File: src/rtl/core/pket_ram.sv
// Generic single-port-write, single-port-read RAM with registered read data.
module pket_ram #(
    parameter int DATA_W = 8,
    parameter int DEPTH  = 16,
    parameter int ADDR_W = $clog2(DEPTH)
) (
    input  logic              i_clk,
    input  logic              i_we,
    input  logic [ADDR_W-1:0] i_waddr,
    input  logic [DATA_W-1:0] i_wdata,
    input  logic              i_re,
    input  logic [ADDR_W-1:0] i_raddr,
    output logic [DATA_W-1:0] o_rdata
);

    logic [DATA_W-1:0] r_mem [DEPTH];
    logic [DATA_W-1:0] r_rdata;

    always_ff @(posedge i_clk) begin
        if (i_we) begin
            r_mem[i_waddr] <= i_wdata;
        end
    end

    always_ff @(posedge i_clk) begin
        if (i_re) begin
            r_rdata <= r_mem[i_raddr];
        end
    end

    assign o_rdata = r_rdata;

endmodule

File: config.mk
export PLATFORM = sky130hd
export DESIGN_NAME = pket_ram
export DESIGN_NICKNAME = d
export VERILOG_FILES = /design/src/rtl/core/pket_ram.sv
export SDC_FILE = /design/constraint.sdc
export NUM_CORES = 1
export LEC_CHECK = 0
export BUFFER_PORTS_ARGS = -buffer_cell sky130_fd_sc_hd__buf_4
export CAP_MARGIN = 20
export CORE_MARGIN = 3
export CORE_UTILIZATION = 40
export CTS_BUF_LIST = sky130_fd_sc_hd__clkbuf_4 sky130_fd_sc_hd__clkbuf_8
export DETAILED_ROUTE_END_ITERATION = 8
export PLACE_DENSITY_LB_ADDON = 0.15
export SYNTH_ARGS = -nofsm -noshare
export SYNTH_HDL_FRONTEND = slang
export SYNTH_SLANG_ARGS = --single-unit
File: constraint.sdc
create_clock -name i_clk -period 3.35 [get_ports i_clk]
set_clock_uncertainty 0.05 [all_clocks]
set_input_delay 0.5025 -clock i_clk [delete_from_list [all_inputs] [get_ports i_clk]]
set_output_delay 0.5025 -clock i_clk [all_outputs]
set_load 0.02 [all_outputs]
# ---- Word level (Yosys, flattened, before mapping)
# Memory sizes are Yosys's and may differ from the RTL's. A register that Yosys moved wholly into a read port is not among the register bits.
# Cells that the tools add are included.
dict set report word_totals {
  register_bits 0
  latch_bits 0
  ram_bits 128
  mem_bits_ro 0
  inputBits 19
  output_inout_bits 8
  elab_cells 3
  mem_count 1
}
dict set report op_classes {
  addsub 0
  multipliers 0
  div_mod_pow 0
  magnitude_cmp 0
  n_eq_ne 0
  shifts 0
  muxes 2
  bitwise_logic 0
  reduce_logical 0
}
# name words width rd rd_ports_with_merged_regs wr line
set memory_table {}
lappend memory_table {r_mem 16 8 1 1 1 16} ;# logic [DATA_W-1:0] r_mem [DEPTH];
# cell n
set ops {}
lappend ops {{two-way mux 1 bit} 2}

# ---- Depth between registers and ports, before layout
dict set report logic_depth {
  depth_word 2
  mapped_depth 5
  depth_no_buf 3
}

# ---- Worst setup path after synthesis
# No wires, ideal clock.
dict set report synth_timing {
  kind {in2reg}
  startpoint {in i_waddr[2]}
  endpoint {mem r_mem[0][0] (enable)}
  setup_time_ns 0.383
  t_arrival_ns 1.612
  required_time_ns 2.917
  setup_slack_ns 1.305
  cell_stages 2
  n_path_buf 0
  cell_sequence {or3b_2 nor3_1}
}
# element line
set synth_rtl {}
lappend synth_rtl {{start: declaration} 9} ;# input logic [ADDR_W-1:0] i_waddr,
lappend synth_rtl {{end: declaration} 16}
# Straight into the memory's write port.

==> run metrics <==
outcome complete, no violations; CTS tree done; CTS Buffer Depth 2; worst vdd ir 0.0002074 V; fin crit share 56.18%; Tmin final about 1.9 ns; PortBufs 26; Worst-Skew Late Latency roughly 0.42 ns; Die Area between 0.01 and 0.015 mm^2; post-synthesis cell count around 230; worst stage delay on the critical path around 0.63 ns; Layout area overhead 14.60%; total gr overflow 0; Hold Crit Start i_wdata[4]; Critical R2R Launch r_mem[1][0]; net count of the mapped netlist 248; Via density 5.262; antenna viol nets, final 0; number of fillers in the final layout approximately 1100; Final GP Congestion 0.6947; clock slew at reported path FFs 0.07 ns; crit path DAT around 2 ns; routed vias 2410; Slew headroom 33.22%; critical path cell sequence buf_4 -> mux4_1 -> a22oi_1 -> nand2_1; antenna violations before repair 0; Row Count 41; Startpoint Class input pin; Hold Path Sink r_mem[1][4]; register area ~0.004 mm^2; Internal ~2.7 mW; chip width ~120 um; Synth cell types 18; PwrDens between 500 and 600 mW/mm^2; largest net degree at the start of global routing 33; synthesized cell area 0.005228 mm^2; post-cts resize count 0; CP Data Required Time 3.47 ns; reg2reg end o_rdata[0]; Tightest Pin Transition 0.9980 ns; syn_area_per_cell approximately 23 um^2; vias in the first global route ~2600; FF-to-FF path depth 3; TritonCTS buffer count 17; Synth top area share 78.12%; Max Cap Viol 0; synth warn 0; Starting Density about two fifths; switch share approximately 20%; crit path max-delay cell type mux4_1; H-tree levels 4; DP HPWL roughly 6.3 mm; sequential area share after synthesis about four fifths; Post-CTS Setup Bufs 0; maximum operating frequency 0.5314 GHz; CTS sink count 136; first-pass GRT wire length around 16 mm; remaining design rule violation count 0; critical path class in2reg; CP endpoint kind register; Hold Path Class in2reg; clock share of power a little under two fifths; share of cells above drive strength 1 between 20 and 30%; number of DRC markers in iteration 0 192; Logic pwr share 5.5%; Post-Route WL between 10 and 15 mm; Core ar. 0.01272 mm^2; Slew Limit Fails 0; WL per Instance around 22 um; Flop pwr share 57.6%; Leak 1.972 nW; setup_tns 0 ns; Ant. Diodes 0; Post-CTS Hold Fix Bufs 0; drt pass-1 iters 4; leading area contributor after synthesis edfxtp_1; # setup viols final 0; WHS Path Cells 1; crit-path max FO 32; # nets final 293; final hold vios 0; top cells by area, synth edfxtp_1 78%, mux4_2 7.8%, mux4_1 7.0%; slack of the worst reg-to-reg path 1.80 ns; I/O Pins 27; RSZ-0062 raised after global routing no; Power, Total about 3.3 mW; synthesized flop and latch total around 140; Die H approximately 120 um; Multi-input gate area 0.001057 mm^2; sw power 0.6819 mW; root buffer cell clkbuf_8; Tot GR Track Use between 10% and 20%
[worst max-delay path by stage]
stage	start	end	slack, ns	cells after the start
global route	i_raddr[0]	o_rdata[6]	1.37	4
floorplan	i_waddr[2]	r_mem[0][0]	1.30	2
finish	i_raddr[0]	o_rdata[0]	1.47	4
detailed placement	i_raddr[0]	o_rdata[3]	0.96	4
global placement	i_raddr[0]	o_rdata[0]	0.94	4
CTS	i_raddr[0]	o_rdata[0]	1.43	4
[kinds of logic after synthesis]
group / share of synthesized area [%]
DFF: 78.12
muxes: 14.79
AOI/OAI and AO/OA: 2.298
and+or+nand+nor: 3.136
buffers and inverters: 1.651
[layer usage]
metal	vias up	part of all wire, %	track usage, %
li1	1070	-	-
met5	-	0	0
met1	1266	44	20.87
met3	6	5.0	3.835
met4	0	0.91	5.595
met2	68	50	24.38
[worst max-delay path, delay by kind of cell]
kind / cells / cell delay [ns]
compound gates: 1 / 0.29
buf+inv: 1 / 0.48
mux: 1 / 0.63
simple gates: 1 / 0.08
[through the flow]
stage	area, um^2	instances	hold slack, ns	util (%)	worst slack, ns
6_report	5991	458	0.3292	47.09	1.468
5_1_grt	5991	458	0.3173	47.09	1.369
4_1_cts	5991	458	0.3091	47.09	1.429
3_5_place_dp	5627	427	0.6866	44.23	0.9623
3_3_place_gp	5627	427	0.6810	44.23	0.9354
2_1_floorplan	5228	229	0.5514	-	1.305
[power by group through the flow]
| stage | logic (mW) | registers [mW] | clock network [mW] |
|---|---|---|---|
| 2_1_floorplan | 0.0967 | 1.97 | 0 |
| 3_3_place_gp | 0.189 | 1.96 | 0 |
| 3_5_place_dp | 0.192 | 1.96 | 0 |
| 4_1_cts | 0.192 | 1.93 | 1.27 |
| 5_1_grt | 0.204 | 1.93 | 1.35 |
| 6_report | 0.185 | 1.93 | 1.23 |
[flip-flops by register name, summed over array words and instances (netlist names)]
register / flops
r_mem: 128
o_rdata: 8
[synthesized netlist by cell type]
cell / count
edfxtp_1: 136
mux4_2: 18
a22oi_1: 16
mux4_1: 14
nor2_1: 13
nand2_1: 9
nor3_1: 4
buf_2: 3
buf_6: 3
clkdlybuf4s25_2: 3
nand2b_1: 2
nand3b_1: 2
and2_1: 1
and2b_1: 1
buf_4: 1
nand3_1: 1
nor2b_1: 1
or3b_2: 1
[area by class of cell]
class / count / area share, %
repair buffers: 36 / 4.511
multi-input cells: 83 / 17.65
clock inverters: 11 / 1.796
flip-flops and latches: 136 / 68.17
well taps: 172 / 3.592
clock buffers: 20 / 4.282
[layout by cell type (no fill, tap or decap)]
cell        netlist  final
and2_1            1      1
nor2_1           13     13
bufinv_16         0      2
nand2_1           9      9
buf_4             1     36
clkbuf_8          0     17
nand3b_1          2      2
mux4_2           18     18
nor3_1            4      4
clkinv_1          0      2
or3b_2            1      1
clkinv_2          0      5
and2b_1           1      1
clkbuf_4          0      3
edfxtp_1        136    136
nand3_1           1      1
a22oi_1          16     16
clkinvlp_4        0      2
nor2b_1           1      1
mux4_1           14     14
nand2b_1          2      2
Note: power is estimated with default switching activity, not from simulation.
