--- config.mk ---
export PLATFORM = sky130hd
export DESIGN_NAME = pket_blend
export DESIGN_NICKNAME = d
export VERILOG_FILES = /design/src/rtl/core/pket_pkg.sv /design/src/rtl/core/pket_blend.sv
export SDC_FILE = /design/constraint.sdc
export NUM_CORES = 2
export LEC_CHECK = 0
export BUFFER_PORTS_ARGS = -buffer_cell sky130_fd_sc_hd__buf_2
export CAP_MARGIN = 10
export CORE_MARGIN = 5
export CORE_UTILIZATION = 55
export CTS_BUF_LIST = sky130_fd_sc_hd__clkbuf_8 sky130_fd_sc_hd__clkbuf_16
export DETAILED_ROUTE_END_ITERATION = 8
export PLACE_DENSITY = 0.82
export REMOVE_ABC_BUFFERS = 1
export SYNTH_ARGS = -nofsm -noshare
export SYNTH_HDL_FRONTEND = slang
export SYNTH_SLANG_ARGS = --single-unit
--- constraint.sdc ---
create_clock -name i_clk -period 10.3 [get_ports i_clk]
set_input_delay 1.545 -clock i_clk [delete_from_list [all_inputs] [get_ports i_clk]]
set_output_delay 1.545 -clock i_clk [all_outputs]
set_load 0.005 [all_outputs]
--- src/rtl/core/pket_pkg.sv ---
// Package: shared types and constants of the per-key latency average table.
package pket_pkg;

    localparam int TABLE_DEPTH = 4096;
    localparam int ADDR_W      = $clog2(TABLE_DEPTH);
    localparam int CNT_W       = $clog2(TABLE_DEPTH + 1);
    localparam int SLOT_W      = 12;
    localparam int KEY_W       = 22;
    localparam int LAT_W       = 48;
    localparam int AVG_W       = 64;
    localparam int CNT32_W     = 32;
    localparam int ALPHA_W     = 17;
    localparam int MIN_W       = 8;
    localparam int CFG_DATA_W  = 48;
    localparam int FRAC_W      = 16;

    localparam logic [ALPHA_W-1:0] ALPHA_ONE   = 17'd65536;
    localparam logic [ALPHA_W-1:0] ALPHA_RST   = 17'd19661;
    localparam logic [LAT_W-1:0]   WARN_RST    = 48'd2000000;
    localparam logic [LAT_W-1:0]   DANGER_RST  = 48'd5000000;
    localparam logic [MIN_W-1:0]   MIN_RST     = 8'd3;

    localparam logic [1:0] SEV_INFO   = 2'd0;
    localparam logic [1:0] SEV_WARN   = 2'd1;
    localparam logic [1:0] SEV_DANGER = 2'd2;

    localparam logic ST_UPDATED = 1'b0;
    localparam logic ST_FULL    = 1'b1;

    typedef enum logic [1:0] {
        CFG_ALPHA  = 2'd0,
        CFG_WARN   = 2'd1,
        CFG_DANGER = 2'd2,
        CFG_MIN    = 2'd3
    } t_cfg_reg;

    typedef enum logic [2:0] {
        S_IDLE,
        S_SCAN,
        S_BLEND,
        S_WAIT,
        S_WRITE
    } t_state;

    typedef struct packed {
        logic [KEY_W-1:0] process_id;
        logic [LAT_W-1:0] sample_ns;
    } t_in;

    typedef struct packed {
        logic               status;
        logic [SLOT_W-1:0]  slot_index;
        logic [AVG_W-1:0]   average_fixed;
        logic [LAT_W-1:0]   worst_latency_ns;
        logic [CNT32_W-1:0] alert_total;
        logic [1:0]         severity;
        logic               hang_predicted;
    } t_out;

    typedef struct packed {
        logic [KEY_W-1:0]   key;
        logic [AVG_W-1:0]   avg;
        logic [LAT_W-1:0]   worst;
        logic [CNT32_W-1:0] count;
    } t_entry;

    localparam int ENTRY_W = $bits(t_entry);

endpackage

--- src/rtl/core/pket_blend.sv ---
// Moving-average blend unit: one 17x32 multiply per cycle over four partial products.
module pket_blend (
    input  logic                            i_clk,
    input  logic                            i_rst_n,
    input  logic                            i_start,
    input  logic [pket_pkg::AVG_W-1:0]      i_avg,
    input  logic [pket_pkg::LAT_W-1:0]      i_lat,
    input  logic [pket_pkg::ALPHA_W-1:0]    i_alpha,
    output logic                            o_done,
    output logic [pket_pkg::AVG_W-1:0]      o_avg
);
    import pket_pkg::*;

    localparam logic [1:0] MS_AVG_HI = 2'd0;
    localparam logic [1:0] MS_AVG_LO = 2'd1;
    localparam logic [1:0] MS_LAT_LO = 2'd2;
    localparam logic [1:0] MS_LAT_HI = 2'd3;
    localparam int PROD_W = ALPHA_W + 32;

    logic                r_busy;
    logic [1:0]          r_step;
    logic                r_pvld;
    logic [1:0]          r_pstep;
    logic [PROD_W-1:0]   r_prod;
    logic [AVG_W-1:0]    r_acc;
    logic                r_done;
    logic [AVG_W-1:0]    r_avg;
    logic [LAT_W-1:0]    r_lat;
    logic [ALPHA_W-1:0]  r_a;
    logic [ALPHA_W-1:0]  r_b;

    logic [ALPHA_W-1:0]  a_clamp;
    logic [ALPHA_W-1:0]  mul_k;
    logic [31:0]         mul_x;
    logic [AVG_W-1:0]    prod_sh;

    assign a_clamp = (i_alpha > ALPHA_ONE) ? ALPHA_ONE : i_alpha;

    always_comb begin
        mul_k = r_a;
        mul_x = 32'(r_lat);
        case (r_step)
            MS_AVG_HI: begin
                mul_k = r_b;
                mul_x = r_avg[63:32];
            end
            MS_AVG_LO: begin
                mul_k = r_b;
                mul_x = r_avg[31:0];
            end
            MS_LAT_LO: begin
                mul_k = r_a;
                mul_x = r_lat[31:0];
            end
            MS_LAT_HI: begin
                mul_k = r_a;
                mul_x = {16'd0, r_lat[47:32]};
            end
            default: begin
                mul_k = r_a;
                mul_x = 32'd0;
            end
        endcase
    end

    always_comb begin
        case (r_pstep)
            MS_AVG_HI: prod_sh = AVG_W'(r_prod) << FRAC_W;
            MS_AVG_LO: prod_sh = AVG_W'(r_prod >> FRAC_W);
            MS_LAT_LO: prod_sh = AVG_W'(r_prod);
            MS_LAT_HI: prod_sh = AVG_W'(r_prod) << 32;
            default:   prod_sh = '0;
        endcase
    end

    always_ff @(posedge i_clk) begin
        if (!i_rst_n) begin
            r_busy <= 1'b0;
            r_step <= MS_AVG_HI;
            r_pvld <= 1'b0;
            r_done <= 1'b0;
        end else begin
            r_done <= 1'b0;
            r_pvld <= r_busy;
            if (i_start) begin
                if (i_avg == '0) begin
                    r_done <= 1'b1;
                end else begin
                    r_busy <= 1'b1;
                    r_step <= MS_AVG_HI;
                end
            end else if (r_busy) begin
                r_step <= r_step + 2'd1;
                if (r_step == MS_LAT_HI) begin
                    r_busy <= 1'b0;
                end
            end
            if (r_pvld && r_pstep == MS_LAT_HI) begin
                r_done <= 1'b1;
            end
        end
    end

    always_ff @(posedge i_clk) begin
        if (i_start) begin
            r_avg <= i_avg;
            r_lat <= i_lat;
            r_a   <= a_clamp;
            r_b   <= ALPHA_ONE - a_clamp;
            if (i_avg == '0) begin
                r_acc <= AVG_W'(i_lat) << FRAC_W;
            end else begin
                r_acc <= '0;
            end
        end else if (r_pvld) begin
            r_acc <= r_acc + prod_sh;
        end
        r_prod  <= PROD_W'(mul_k) * PROD_W'(mul_x);
        r_pstep <= r_step;
    end

    assign o_done = r_done;
    assign o_avg  = r_acc;

endmodule

# ---- Word level (Yosys, flattened, before mapping)
# Cells that the tools add are included.
dict set report totals {
  output_inout_bits 65
  inputBits 132
  wordCells 49
  register_bits 266
}
dict set report op_classes {
  reduce_logical 9
  addsub 3
  order_cmp 1
  mux 17
  eq_ne 7
  n_mul 1
}
# operator count
set ops {}
lappend ops {{$pmux 64 s4} 1}
lappend ops {{$mux 64} 3}
lappend ops {{$pmux 32 s4} 1}
lappend ops {{$add 64x64->64} 1}
lappend ops {{$logic_not 64->1} 1}
lappend ops {{$mul 17x32->49} 1}
lappend ops {{$pmux 17 s2} 1}
lappend ops {{$gt 17x17->1 const B} 1}
lappend ops {{$mux 17} 1}
lappend ops {{$sub 17x17->17 const A} 1}
lappend ops {{$eq 2x2->1 const B} 4}
lappend ops {{$mux 1} 7}
lappend ops {{$mux 2} 3}
lappend ops {{$eq 2x1->1 const B} 2}
lappend ops {{$logic_not 2->1} 2}
lappend ops {{$reduce_bool 2->1} 2}
lappend ops {{$reduce_or 2->1} 2}
lappend ops {{$add 2x1->2 const B} 1}
lappend ops {{$ne 2x2->1 const B} 1}
lappend ops {{$reduce_and 2->1} 1}
lappend ops {{$logic_and 1x1->1} 1}

# ---- Depth between registers and ports, before layout
dict set report depth {
  word_depth 5
  mapped_depth 31
  ltp_nobuf 28
}

# ---- Worst setup path after synthesis
# No wires, ideal clock.
dict set report synth_timing {
  path_type {reg2reg}
  start {register r_step[0]}
  end {register r_prod[36]}
  synth_period_minus_slack_ns 8.283
  t_arrival_ns 8.211
  t_required_ns 10.228
  path_stages_with_launch 30
  setup_time_ns 0.072
  slack_ns 2.017
  path_buffers 4
  path_cell_list {dfxtp_1 inv_1 ha_1 clkbuf_1 nor2_1 buf_1 buf_1 mux2i_1 clkbuf_1 nor2_1 fa_1 inv_1 fa_1 fa_1 inv_1 fa_1 fa_1 inv_1 fa_1 inv_1 ha_1 and4_1 a221o_1 or3b_1 o211a_1 o41a_1 a211oi_2 nor3b_1 a311oi_2 xnor2_1}
}
dict set report synth_via {
  elab_chain_len 4
  elab_cells_between_ends 9
  cone_classes {mul (1); eq/ne (3); mux (2); reduce/logical (3)}
}
# item line_no
set synth_lines {}
lappend synth_lines {{start, declared} pket_blend.sv:21} ;# logic [1:0] r_step;
lappend synth_lines {{start signal, assigned} pket_blend.sv:93} ;# r_step <= r_step + 2'd1;
lappend synth_lines {{$eq 2x2->1 (tied with other cells)} pket_blend.sv:42} ;# case (r_step)
lappend synth_lines {{$reduce_or 2->1 (no line)} n/a}
lappend synth_lines {{$pmux 17 s2} pket_blend.sv:42}
lappend synth_lines {{$mul 17x32->49 *} pket_blend.sv:118} ;# r_prod <= PROD_W'(mul_k) * PROD_W'(mul_x);
lappend synth_lines {{end signal, assigned} pket_blend.sv:118}
lappend synth_lines {{end, declared} pket_blend.sv:24} ;# logic [PROD_W-1:0] r_prod;
# Every way passes the cells marked *; elsewhere a longest branch is shown, timed or not.
# A chain may end at the register's enable or synchronous reset.

# ---- Final worst setup path
dict set report layout_timing {
  start {register r_step[0]}
  end {register r_prod[33]}
}
# Same word-level chain as after synthesis.

==> metrics.txt <==
# TYPE chip_impl_metric gauge
chip_impl_metric{name="synthesis.instances",unit=""} 3467
chip_impl_metric{name="slew_at_the_pin_with_the_worst_max_slew_slack",unit="ps"} 1179
chip_impl_metric{name="fp.coreArea",unit="sq um"} 57370
chip_impl_info{name="worst_hold_path_type",value="reg -> reg"} 1
chip_impl_info{name="run_status",value="finished, final reports clean"} 1
chip_impl_metric{name="area_of_the_die",unit="sq um"} 62420
chip_impl_metric{name="timing.critical_path.fanout_max",unit=""} 19
chip_impl_metric{name="fill_cell_total_of_the_finished_layout",unit=""} 4701
chip_impl_info{name="worst_setup_path_endpoint",value="r_prod[33]"} 1
chip_impl_metric{name="setup-violations-final",unit=""} 0
chip_impl_metric{name="io_pins",unit=""} 197
chip_impl_metric{name="synth_async_sr_flop_share",unit=""} 0
chip_impl_metric{name="dpl-instance-area",unit="sq um"} 33290
chip_impl_info{name="crit_path_start",value="r_step[0]"} 1
chip_impl_metric{name="final_cells",unit=""} 4352
chip_impl_info{name="crit_path_kind",value="reg -> reg"} 1
chip_impl_metric{name="die_height",unit="um"} 249.8
chip_impl_metric{name="ys_seq_area_frac",unit=""} 0.2338
chip_impl_metric{name="drt_iter0_drc",unit=""} 3030
chip_impl_info{name="tritoncts_clock_tree",value="done"} 1
chip_impl_metric{name="avgViaCountPerCell",unit=""} 6.067
chip_impl_metric{name="avgSynthCellArea",unit="sq um"} 9.126
chip_impl_metric{name="largest_net_degree_at_the_start_of_global_routing",unit=""} 114
chip_impl_metric{name="post-place-cells",unit=""} 4301
chip_impl_metric{name="worst_path_arrival",unit="ps"} 9640
chip_impl_metric{name="grt_first_pass_wirelength",unit="um"} 152800
chip_impl_metric{name="std_cell_rows",unit=""} 88
chip_impl_metric{name="postSynthRegisterBits",unit=""} 265
chip_impl_metric{name="rr_worst_depth",unit=""} 24
chip_impl_metric{name="worst_case_register_to_register_setup_slack",unit="ps"} 1160
chip_impl_metric{name="final_nets",unit=""} 4338
chip_impl_metric{name="worst_setup_slack_after_placement",unit="ps"} 1376
chip_impl_info{name="synth_largest_area_cell",value="fa_1"} 1
chip_impl_metric{name="htree_num_levels",unit=""} 1
chip_impl_metric{name="path_clk_slew",unit="ps"} 70
chip_impl_metric{name="layout_setup_ws",unit="ps"} 1158
chip_impl_metric{name="cts_inserted_buffers",unit=""} 27
chip_impl_metric{name="port_buffers",unit=""} 196
chip_impl_metric{name="postCtsSetupRepairBufs",unit=""} 0
chip_impl_metric{name="cts.hold.buffers_added",unit=""} 0
chip_impl_metric{name="post_route_cell_area",unit="sq um"} 34260
chip_impl_metric{name="slew_headroom",unit=""} 0.1918
chip_impl_metric{name="final-max-slew-violation-count",unit=""} 0
chip_impl_metric{name="starting_utilization_of_the_core_area",unit=""} 0.5515
chip_impl_metric{name="overflow",unit=""} 0
chip_impl_metric{name="synth.distinct_cells",unit=""} 76
chip_impl_metric{name="synth-edff-count",unit=""} 209
chip_impl_metric{name="fin_crit_sh",unit=""} 0.8876
chip_impl_info{name="most_instantiated_flip_flop_cell_in_the_synthesis_netlist",value="edfxtp_1"} 1
chip_impl_metric{name="synth_warnings",unit=""} 0
chip_impl_metric{name="grt_antenna_before_repair",unit=""} 5
chip_impl_info{name="critical_path_end_type",value="flip-flop"} 1
chip_impl_metric{name="vias",unit=""} 26402
chip_impl_metric{name="area.growth.synth_to_final",unit="%"} 8.285
chip_impl_metric{name="hold_violations",unit=""} 0
chip_impl_metric{name="place.gp.congestion",unit=""} 1.012
chip_impl_info{name="reg2reg_to",value="r_prod[33]"} 1
chip_impl_metric{name="wl_per_cell",unit="um"} 23.05
chip_impl_metric{name="max_cap_violations",unit=""} 0
chip_impl_metric{name="setup_total_negative_slack",unit="ps"} 0
chip_impl_info{name="ys_top_cells_by_count",value="574 x nand2_1, 549 x inv_1, 450 x fa_1"} 1
chip_impl_info{name="netlist_top_cells_area",value="fa_1 28%, edfxtp_1 20%, ha_1 7.6%"} 1
chip_impl_metric{name="detail-route-antenna-nets",unit=""} 0
chip_impl_info{name="startpoint_of_the_lowest_slack_register_to_register_path",value="r_step[0]"} 1
chip_impl_metric{name="post-synth-top-area-fraction",unit=""} 0.2847
chip_impl_info{name="clock-root-buffer",value="clkbuf_16"} 1
chip_impl_metric{name="route.detailed.drc",unit=""} 0
chip_impl_metric{name="crit_required",unit="ps"} 10790
chip_impl_metric{name="floorplan.die.width",unit="um"} 249.8
chip_impl_metric{name="cts_resized",unit=""} 0
chip_impl_metric{name="worstSkewPairLatency",unit="ps"} 580
chip_impl_metric{name="hpwlAfterDp",unit="um"} 79780
chip_impl_metric{name="clk_sinks",unit=""} 265
chip_impl_info{name="grt_setup_unrepaired",value="false"} 1
chip_impl_info{name="start_kind",value="flip-flop"} 1
chip_impl_metric{name="fin_crit",unit="ps"} 9142
chip_impl_metric{name="clock_tree.buffer_depth",unit=""} 3
chip_impl_metric{name="layout-drive-gt1-share",unit=""} 0.09540
chip_impl_metric{name="mappedNetlistArea",unit="sq um"} 31640
chip_impl_info{name="synth.most_common_cell",value="nand2_1"} 1
chip_impl_metric{name="finClkSkew",unit="ps"} 21.66
chip_impl_metric{name="detailed_routing_iteration_count_for_the_pre_antenna_repair_pass",unit=""} 9
chip_impl_metric{name="grt_pass1_vias",unit=""} 26210
chip_impl_metric{name="grtUsageTotal",unit=""} 0.3147
chip_impl_metric{name="achievable-frequency",unit="GHz"} 0.1094
chip_impl_metric{name="routed_wl",unit="um"} 100300
==> per-layer routing <==
layer	vias up	global-route usage	part of all wire
met2	1687	0.4897	0.45
met1	12909	0.4306	0.38
met5	-	0	0.00034
li1	11458	-	-
met4	4	0.1272	0.053
met3	344	0.07211	0.12
==> worst max-delay path, cell delays in order, from the launching register on <==
cell and delay (ps):
dfxtp_1 360, ha_1 550, nor2_2 910, mux2i_1 1040, nor2_1 170, fa_1 530
inv_1 60, fa_1 460, fa_1 490, fa_1 540, inv_1 50, fa_1 480
inv_1 50, fa_1 480, inv_1 50, ha_1 370, a211o_1 280, a211o_1 260
o21ai_1 320, o31ai_1 170, a21bo_2 260, a2111oi_0 550, o31ai_1 180, a41oi_1 290
xnor2_1 140
==> cells by family after synthesis <==
| logic type | share of synthesized area |
|---|---|
| compound gates | 0.1137 |
| buf+inv | 0.08522 |
| flops | 0.2338 |
| simple gates | 0.1539 |
| fa+ha+maj | 0.3603 |
| mux | 0.02349 |
| xor+xnor | 0.02962 |
==> per-stage QoR <==
step | util | hold slack (ps)
floorplan | - | 381.9
global placement | 0.5803 | 379.8
detailed placement | 0.5803 | 387.9
CTS | 0.5971 | 397.4
global route | 0.5972 | 416.7
finish | 0.5972 | 401.9
==> worst min-delay path by stage <==
stage	cells after the start	slack [ps]	start	endpoint
after global routing	0	420	r_step[1]	r_pstep[1]
after floorplan	0	380	r_step[1]	r_pstep[1]
after detailed placement	0	390	r_step[1]	r_pstep[1]
after CTS	0	400	r_step[1]	r_pstep[1]
final	0	400	r_step[1]	r_pstep[1]
after global placement	0	380	r_step[0]	r_pstep[0]
==> cell type report <==
class / instances / area [sq um] / share of cell area
Sequential cell: 265 / 7405 / 0.2161
Multi-Input combinational cell: 2484 / 21570 / 0.6295
Tap cell: 765 / 957.2 / 0.02794
Antenna cell: 2 / 5.005 / 0.0001461
Clock inverter: 16 / 195.2 / 0.005697
Timing Repair Buffer: 237 / 1297 / 0.03787
Clock buffer: 33 / 769.5 / 0.02246
Inverter: 550 / 2064 / 0.06026
==> cell usage in the layout, fill, tap and decap left out, types with 39 or more instances in the layout <==
cell type,netlist,routed
ha_1,191,190
a21oi_1,140,140
a21o_1,60,60
o21ai_0,141,141
nand3_1,62,62
a211oi_1,39,39
nor2_1,205,204
buf_4,0,41
nor2b_1,51,51
fa_1,450,450
buf_2,1,195
edfxtp_1,209,209
xnor2_1,58,58
and2_1,53,53
inv_1,549,552
xor2_1,49,49
dfxtp_1,56,54
nand2_1,574,574
==> state kept, by name, summed over array words and instances, names as in the netlist <==
name	flops
o_avg	64
o_done	1
r_a	17
r_avg	64
r_b	16
r_busy	1
r_lat	48
r_prod	49
r_pstep	2
r_pvld	1
r_step	2
Power is left out: the tool's default activity adds up to more than one toggle a clock period on the data nets, which glitch-free logic cannot reach.
